### src/rtl/rpsm_pkg.sv
// Shared constants and types for the read pair sum matcher.
package rpsm_pkg;

    localparam int PAIR_ENTRIES = 4;
    localparam int BLOCK_BYTES  = 128;
    localparam int BLOCK_SHIFT  = $clog2(BLOCK_BYTES);
    localparam int ENTRY_IDX_W  = (PAIR_ENTRIES > 1) ? $clog2(PAIR_ENTRIES) : 1;

    localparam int DATA_W = 32;
    localparam int TAG_W  = 24;
    localparam int PADDR_W = 3;

    localparam logic [DATA_W-1:0] RESET_READ_BASE  = 32'h3000_0000;
    localparam logic [DATA_W-1:0] RESET_WRITE_BASE = 32'h4000_0000;

    // Register index, taken from paddr[2]
    localparam logic REG_READ_BASE  = 1'b0;
    localparam logic REG_WRITE_BASE = 1'b1;

    localparam logic [1:0] ST_STORED = 2'd0;
    localparam logic [1:0] ST_DONE   = 2'd1;
    localparam logic [1:0] ST_FULL   = 2'd2;

    // Lookup and update request into the pair table
    typedef struct packed {
        logic              commit;
        logic [TAG_W-1:0]  tag;
        logic [DATA_W-1:0] sum;
    } t_tbl_req;

    // Lookup answer from the pair table
    typedef struct packed {
        logic              hit;
        logic              full;
        logic [DATA_W-1:0] hit_sum;
    } t_tbl_rsp;

endpackage

### src/rtl/rpsm_pair_table.sv
// Associative table of parked first-half sums, keyed by pair tag.
module rpsm_pair_table (
    input  logic               i_clk,
    input  logic               i_rst_n,
    input  rpsm_pkg::t_tbl_req i_req,
    output rpsm_pkg::t_tbl_rsp o_rsp
);
    import rpsm_pkg::*;

    logic              r_valid [PAIR_ENTRIES];
    logic [TAG_W-1:0]  r_tag   [PAIR_ENTRIES];
    logic [DATA_W-1:0] r_psum  [PAIR_ENTRIES];

    logic                   hit;
    logic                   has_free;
    logic [ENTRY_IDX_W-1:0] hit_idx;
    logic [ENTRY_IDX_W-1:0] free_idx;

    // Lowest-numbered match and lowest-numbered free entry
    always_comb begin
        hit      = 1'b0;
        has_free = 1'b0;
        hit_idx  = '0;
        free_idx = '0;
        for (int i = PAIR_ENTRIES - 1; i >= 0; i--) begin
            if (r_valid[i]) begin
                if (r_tag[i] == i_req.tag) begin
                    hit     = 1'b1;
                    hit_idx = ENTRY_IDX_W'(i);
                end
            end else begin
                has_free = 1'b1;
                free_idx = ENTRY_IDX_W'(i);
            end
        end
    end

    assign o_rsp.hit     = hit;
    assign o_rsp.full    = !has_free;
    assign o_rsp.hit_sum = r_psum[hit_idx];

    always_ff @(posedge i_clk) begin
        if (!i_rst_n) begin
            for (int i = 0; i < PAIR_ENTRIES; i++) begin
                r_valid[i] <= 1'b0;
            end
        end else if (i_req.commit) begin
            if (hit) begin
                r_valid[hit_idx] <= 1'b0;
            end else if (has_free) begin
                r_valid[free_idx] <= 1'b1;
            end
        end
    end

    always_ff @(posedge i_clk) begin
        if (i_req.commit && !hit && has_free) begin
            r_tag[free_idx]  <= i_req.tag;
            r_psum[free_idx] <= i_req.sum;
        end
    end

endmodule

### src/rtl/read_pair_sum_matcher_unit.sv
// Top level of the read pair sum matcher.
// A result reaches o_out_valid through the input register, the work stage and the result register.
// Throughput: one word per cycle while o_in_stall is low; the input register and the result register
// form a two-stage pipeline, and the pair table is searched in parallel.
// Reset (synchronous, active low): bases return to their defaults, the running
// sum clears and every table entry is freed.
module read_pair_sum_matcher_unit (
    input  logic                                i_clk,
    input  logic                                i_rst_n,
    input  logic                                psel,
    input  logic                                penable,
    input  logic                                pwrite,
    input  logic [rpsm_pkg::PADDR_W-1:0]        paddr,
    input  logic [rpsm_pkg::DATA_W-1:0]         pwdata,
    output logic [rpsm_pkg::DATA_W-1:0]         prdata,
    output logic                                pready,
    input  logic                                i_in_valid,
    output logic                                o_in_stall,
    input  logic [rpsm_pkg::DATA_W-1:0]         i_rsp_addr,
    input  logic [rpsm_pkg::DATA_W-1:0]         i_data_word,
    input  logic                                i_last_word,
    output logic                                o_out_valid,
    input  logic                                i_out_stall,
    output logic [1:0]                          o_status,
    output logic [rpsm_pkg::DATA_W-1:0]         o_result_addr,
    output logic [rpsm_pkg::DATA_W-1:0]         o_result_sum
);
    import rpsm_pkg::*;

    logic [DATA_W-1:0] r_read_base;
    logic [DATA_W-1:0] r_write_base;
    logic [DATA_W-1:0] r_running_sum;

    logic              r_in_valid;
    logic [DATA_W-1:0] r_diff;
    logic [DATA_W-1:0] r_word;
    logic              r_in_last;

    logic              r_out_valid;
    logic [1:0]        r_status;
    logic [DATA_W-1:0] r_result_addr;
    logic [DATA_W-1:0] r_result_sum;

    logic              out_blocked;
    logic              proc;
    logic              cfg_wr;
    logic [DATA_W-1:0] n_sum;
    logic [DATA_W-1:0] pair;
    logic [DATA_W-1:0] n_result_addr;
    logic [DATA_W-1:0] n_result_sum;
    logic [1:0]        n_status;
    t_tbl_req          tbl_req;
    t_tbl_rsp          tbl_rsp;

    // Configuration port
    assign pready = 1'b1;
    assign cfg_wr = psel && penable && pwrite;

    always_comb begin
        case (paddr[2])
            REG_READ_BASE:  prdata = r_read_base;
            REG_WRITE_BASE: prdata = r_write_base;
            default:        prdata = '0;
        endcase
    end

    always_ff @(posedge i_clk) begin
        if (!i_rst_n) begin
            r_read_base  <= RESET_READ_BASE;
            r_write_base <= RESET_WRITE_BASE;
        end else if (cfg_wr) begin
            case (paddr[2])
                REG_READ_BASE:  r_read_base  <= pwdata;
                REG_WRITE_BASE: r_write_base <= pwdata;
                default: ;
            endcase
        end
    end

    // Handshake: the work stage advances whenever the result register can load
    assign out_blocked = r_out_valid && i_out_stall;
    assign proc        = r_in_valid && !out_blocked;
    assign o_in_stall  = r_in_valid && out_blocked;

    // Input register; the base offset is taken here, so the user must change bases only when idle (not enforced)
    always_ff @(posedge i_clk) begin
        if (!i_rst_n) begin
            r_in_valid <= 1'b0;
        end else if (!o_in_stall) begin
            r_in_valid <= i_in_valid;
        end
    end

    always_ff @(posedge i_clk) begin
        if (!o_in_stall && i_in_valid) begin
            r_diff    <= i_rsp_addr - r_read_base;
            r_word    <= i_data_word;
            r_in_last <= i_last_word;
        end
    end

    // Work stage
    assign n_sum = r_running_sum + r_word;
    assign pair  = r_diff >> (BLOCK_SHIFT + 1);

    assign tbl_req.commit = proc && r_in_last;
    assign tbl_req.tag    = pair[TAG_W-1:0];
    assign tbl_req.sum    = n_sum;

    rpsm_pair_table u_pair_table (
        .i_clk   (i_clk),
        .i_rst_n (i_rst_n),
        .i_req   (tbl_req),
        .o_rsp   (tbl_rsp)
    );

    always_comb begin
        n_result_addr = r_write_base + {pair[DATA_W-3:0], 2'b00};
        n_result_sum  = '0;
        if (tbl_rsp.hit) begin
            n_status     = ST_DONE;
            n_result_sum = tbl_rsp.hit_sum + n_sum;
        end else if (!tbl_rsp.full) begin
            n_status = ST_STORED;
        end else begin
            n_status = ST_FULL;
        end
    end

    always_ff @(posedge i_clk) begin
        if (!i_rst_n) begin
            r_running_sum <= '0;
        end else if (proc) begin
            // Clear on every last word, rejected blocks too: the replay resends them
            r_running_sum <= r_in_last ? '0 : n_sum;
        end
    end

    // Result register
    always_ff @(posedge i_clk) begin
        if (!i_rst_n) begin
            r_out_valid <= 1'b0;
        end else if (!out_blocked) begin
            r_out_valid <= proc && r_in_last;
        end
    end

    always_ff @(posedge i_clk) begin
        if (proc && r_in_last) begin
            r_status      <= n_status;
            r_result_addr <= n_result_addr;
            r_result_sum  <= n_result_sum;
        end
    end

    assign o_out_valid   = r_out_valid;
    assign o_status      = r_status;
    assign o_result_addr = r_result_addr;
    assign o_result_sum  = r_result_sum;

`ifndef NO_ASSERTIONS
    a_last_gives_result: assert property (@(posedge i_clk) disable iff (!i_rst_n)
        proc && r_in_last |=> o_out_valid)
        else $error("last word did not produce a result");

    a_sum_cleared: assert property (@(posedge i_clk) disable iff (!i_rst_n)
        proc && r_in_last |=> r_running_sum == '0)
        else $error("running sum not cleared after last word");

    a_stall_cause: assert property (@(posedge i_clk) disable iff (!i_rst_n)
        o_in_stall |-> o_out_valid && i_out_stall)
        else $error("input stalled while result side is free");
`endif

endmodule
### config.mk
export PLATFORM = sky130hd
export DESIGN_NAME = read_pair_sum_matcher_unit
export DESIGN_NICKNAME = d
export VERILOG_FILES = /design/src/rtl/rpsm_pkg.sv /design/src/rtl/rpsm_pair_table.sv /design/src/rtl/read_pair_sum_matcher_unit.sv
export SDC_FILE = /design/constraint.sdc
export NUM_CORES = 1
export LEC_CHECK = 0
export BUFFER_PORTS_ARGS = -buffer_cell sky130_fd_sc_hd__buf_2
export CORE_MARGIN = 2
export CORE_UTILIZATION = 62
export CTS_BUF_LIST = sky130_fd_sc_hd__clkbuf_8
export DETAILED_ROUTE_END_ITERATION = 8
export PLACE_DENSITY = 0.83
export SLEW_MARGIN = 20
export SYNTH_ARGS = -nofsm -noshare
export SYNTH_HDL_FRONTEND = slang
export SYNTH_HIERARCHICAL = 1
export SYNTH_SLANG_ARGS = --single-unit
### constraint.sdc
create_clock -name i_clk -period 9.1 [get_ports i_clk]
set_input_delay 1.365 -clock i_clk [delete_from_list [all_inputs] [get_ports i_clk]]
set_output_delay 1.365 -clock i_clk [all_outputs]
set_load 0.05 [all_outputs]
Word-level counts from Yosys, hierarchy flattened
Memory sizes are Yosys's and may differ from the RTL's.
Index checks and enable logic that the tools add are counted.
{"block": "totals", "reg_bits": 229, "ram_bits": 228, "in_bits": 107, "output_inout_bits": 101, "elab_cells": 84, "memories": 3}
{"name": "u_pair_table.r_psum", "depth": 4, "word_bits": 32, "rd": 1, "rd_clocked_by_memory_dff": 0, "wr": 1, "line_no": "rpsm_pair_table.sv:12", "text": "logic [DATA_W-1:0] r_psum [PAIR_ENTRIES];"}
{"name": "u_pair_table.r_tag", "depth": 4, "word_bits": 24, "rd": 4, "rd_clocked_by_memory_dff": 0, "wr": 1, "line_no": "rpsm_pair_table.sv:11", "text": "logic [TAG_W-1:0] r_tag [PAIR_ENTRIES];"}
{"name": "u_pair_table.r_valid", "depth": 4, "word_bits": 1, "rd": 4, "rd_clocked_by_memory_dff": 0, "wr": 4, "line_no": "rpsm_pair_table.sv:10", "text": "logic r_valid [PAIR_ENTRIES];"}
{"block": "op_classes", "n_addsub": 4, "n_eq_ne": 4, "mux": 45, "n_bitwise": 1, "n_reduce_logical": 16}
{"cell": "$eq 24x24->1", "n": 4}
{"cell": "$add 32x32->32", "n": 2}
{"cell": "$pmux 32 s2", "n": 1}
{"cell": "$add 32x26->32", "n": 1}
{"cell": "$mux 32", "n": 1}
{"cell": "$sub 32x32->32", "n": 1}
{"cell": "$mux 2", "n": 15}
{"cell": "$mux 1", "n": 28}
{"cell": "$logic_and 1x1->1", "n": 9}
{"cell": "$reduce_and 2->1", "n": 2}
{"cell": "$logic_not 1->1", "n": 3}
{"cell": "$reduce_or 1->1", "n": 2}
{"cell": "$not 1->1", "n": 1}

Logic depth before layout (Yosys ltp)
An unclocked memory read counts as a cell.
{"block": "depth", "ltp_word": 17, "depth_mapped": 22, "mapped_depth_nobuf": 22}

By module
The synthesis kept the hierarchy.
{"mod": "read_pair_sum_matcher_unit", "n_inst": 1, "cells_per_inst": 1424, "area_per_inst_um2": 13431.6, "seq_area_each_um2": 5655.4}
{"mod": "rpsm_pair_table", "n_inst": 1, "cells_per_inst": 504, "area_per_inst_um2": 9267.6, "seq_area_each_um2": 6816.5}

Worst setup path after synthesis
OpenSTA, ideal clock, no wires.
{"block": "synth_timing", "kind": "input to register", "startpoint": "in i_out_stall", "endpoint": "mem u_pair_table.r_psum[3][0] (enable)", "setup_ps": 539, "t_arrival_ps": 7400, "t_required_ps": 8561, "setup_slack_ps": 1161, "path_stages": 5, "path_buffers": 0, "path_cell_list": "nand2_1 nand3_1 inv_1 nand3_1 nor3_1"}
{"element": "from (decl)", "line_no": "read_pair_sum_matcher_unit.sv:23", "text": "input logic i_out_stall,"}
{"element": "to (decl)", "line_no": "rpsm_pair_table.sv:12"}

==> summary.txt <==
Outcome
  – Status: finished clean

Route
  – Drt total wl: 51100 µm
  – DRT iter0 DRCs: 1089
  – Post-DRT Antenna Nets: 0
  – Avg WL per Cell: 19.0 µm
  – Vias/cell: 5.88
  – First-pass iteration count of the detailed router: 5
  – Drc violations: 0
  – Routed vias: 15800

Synth
  – Simple-Gate Fraction of Synth Area: 0.105
  – Syn_area_per_cell: 11.8 µm²
  – Ys flop type: edfxtp_1
  – Syn Nets: 2156
  – Mapped Area: 22700 µm²
  – Compound-Gate Fraction of Synth Area: 0.129
  – Mux cell area share after synthesis: 0.0442
  – Xor and xnor area share after synthesis: 0.0773
  – Sequential share of the synthesized area: 0.549
  – Cell taking the most area after synthesis: edfxtp_1
  – Syn Inst Count: 1928
  – EDFF count, synth: 348
  – Largest family of logic cells by synthesized area: compound AO/OA/AOI/OAI gates
  – Ranking of synthesized cells by area: edfxtp_1 (46%), dfxtp_1 (8.9%), ha_1 (6.5%)
  – Synth top area share: 0.460
  – Post-Synth Adder-Cell Area: 0.0677
  – Async SR Flop Fraction: 0
  – Yosys reg bits: 449
  – Ys Warns: 6
  – Synth unique cells: 81

Global route
  – Initial antenna violation count: 1
  – Vias in the first global route: 15900
  – First-pass GRT wire length: 80500 µm
  – Overflow after GRT: 0
  – GRT Resource Usage Total: 0.268
  – Largest net degree at the start of global routing: 89

Layout
  – Fin nets: 2389
  – Finished Cell Area: 25600 µm²
  – Register area: 12500 µm²
  – Layout area overhead: 12.9%
  – # diodes: 0
  – Most frequent cells in the layout: edfxtp_1 (348), nand2_1 (223), buf_2 (204)
  – Fillers: 2489
  – Commonest non-fill, non-tap cell in the layout: edfxtp_1
  – Final Util: 0.705
  – Area taken by multi-input logic gates: 9650 µm²
  – Fraction of layout cells with a size suffix above 1: 0.161

Setup path
  – Critical path's largest stage delay: 840 ps
  – CP endpoint kind: flip-flop
  – CP Launch Type: flip-flop
  – Slowest cell on the critical path: o21ai_4
  – Ordered cell list for the critical path: xnor2_1 -> nand4_1 -> nor4_1 -> a311oi_1 -> o21ai_4 -> buf_4 -> mux2i_1 -> mux2i_1 -> ha_1 -> a21oi_1 -> o211ai_1 -> a21oi_1 -> o21ai_0 -> a22oi_1 -> a32oi_1 -> a211oi_1 -> o21ai_0 -> xnor2_1 -> and2_1
  – Worst EP required: 9480 ps
  – WP buf/inv: 1
  – Worst EP arrival: 6990 ps
  – CP Max Fanout: 44
  – CP top delay family: compound AO/OA/AOI/OAI gates
  – CP Class: reg2reg

Place
  – Area after DPL: 24100 µm²
  – Gpl congestion: 0.883
  – Dpl hpwl: 35100 µm
  – IO Port Bufs: 204

CTS
  – Post-CTS Resized: 0
  – Root buffer cell: clkbuf_8
  – Num CTS Buffers: 75
  – Clock tree buffer depth: 3
  – Setup Buffers After CTS: 0
  – CTS sink count: 449
  – CTS tree: built
  – Register clock-pin slew on the reported worst setup and hold paths: 60 ps
  – Depth of the CTS H-tree: 3
  – Hold-fix buffers at CTS: 0
  – Later-pin clock latency in the skew report: 630 ps

Die
  – # IOs: 208
  – Die height: 195 µm
  – Die W: 195 µm
  – Core area: 36300 µm²
  – FP Rows: 70
  – Initial core utilization: 0.625
  – Die area: 38200 µm²

STA
  – Max transition margin: 0.277
  – Final setup fails: 0
  – Worst-Margin Slew: 1090 ps
  – Max-slew violation count: 0
  – Setup tns final: 0 ps
  – RSZ-0062 raised after global routing: false
  – Minimum clock period: 6610 ps
  – Tcrit/Tclk final: 0.726
  – Hold slack: 456 ps
  – Fin. Hold Viols: 0
  – Fmax: 151 MHz
  – Max Clock Skew: 23.8 ps

Pwr
  – Post-layout total power: 0.00471 W
  – Worst-case vdd ir drop: 0.110 mV
  – Leak Pwr: 10.3 nW
  – Pwr Density: 184 nW/µm²

Hold path
  – Worst hold path type: reg2reg

Flow run
  – Max-cap violations: 0
==> stage by stage <==
stage | setup WS, ps | std cells
after floorplan | 1160 | 1928
after global placement | 2790 | 2551
after detailed placement | 2710 | 2551
after CTS | 2600 | 2691
after global routing | 2350 | 2692
final | 2490 | 2692
==> final cells by class <==
class                   count  share of cell area
inverters                  66             0.00972
clock buffers              86              0.0462
multi-input cells        1345               0.377
well taps                 468              0.0229
clock inverters            54              0.0112
repair buffers            224              0.0465
flip-flops and latches    449               0.487
==> synthesized netlist by cell type, types with 29 or more instances <==
cell type / count
ha_1: 118
nand3_1: 29
nor2b_1: 41
edfxtp_1: 348
a21o_1: 49
nor2_1: 63
xnor2_1: 126
a21boi_0: 67
nand2_1: 223
dfxtp_1: 101
o21ai_0: 87
inv_1: 66
a21oi_1: 93
and2_1: 32
xor2_1: 70
mux2i_1: 98
clkbuf_1: 53
==> where the power goes <==
part,internal (W),total [W],switching (W)
Clock,0.000925,0.00173,0.000803
Combinational,0.000240,0.000620,0.000380
Sequential,0.00230,0.00236,0.0000694
==> cells by family (layout without fill, tap and decap cells) <==
| group | after synthesis | after routing |
|---|---|---|
| AND/OR/NAND/NOR | 492 | 492 |
| flip-flops | 449 | 449 |
| AO/OA/AOI/OAI | 433 | 433 |
| XOR/XNOR | 198 | 198 |
| buffers and inverters | 134 | 430 |
| adder cells (fa/ha/maj) | 121 | 121 |
| multiplexers | 100 | 100 |
| other | 1 | 1 |
==> sequential cells by signal (all words and copies together), names as in the netlist <==
signal and flops:
u_pair_table/r_tag 96, r_in_valid 1, o_result_sum 32, r_diff 24
r_running_sum 32, o_out_valid 1, u_pair_table/r_psum 128, r_read_base 32
u_pair_table/r_valid 4, r_word 32, o_status 2, r_in_last 1
o_result_addr 32, r_write_base 32
==> final timing paths <==
kind / to / slack, ps / cells past startpoint / from
setup reg to reg: o_result_sum[31] / 2490 / 19 / r_diff[25]
hold reg to reg: o_result_addr[1] / 460 / 0 / r_write_base[1]
setup / recovery: o_result_sum[31] / 2490 / 19 / r_diff[25]
hold / removal: o_result_addr[1] / 460 / 0 / r_write_base[1]
==> routing by layer <==
metal  up-vias  GRT usage  part of all wire
met5         -          0           0.00025
met1      7519      0.329              0.41
li1       7524          -                 -
met2       635      0.460              0.49
met4         2      0.110             0.033
met3       136     0.0599             0.070
Power figures use the tool's default switching activity.
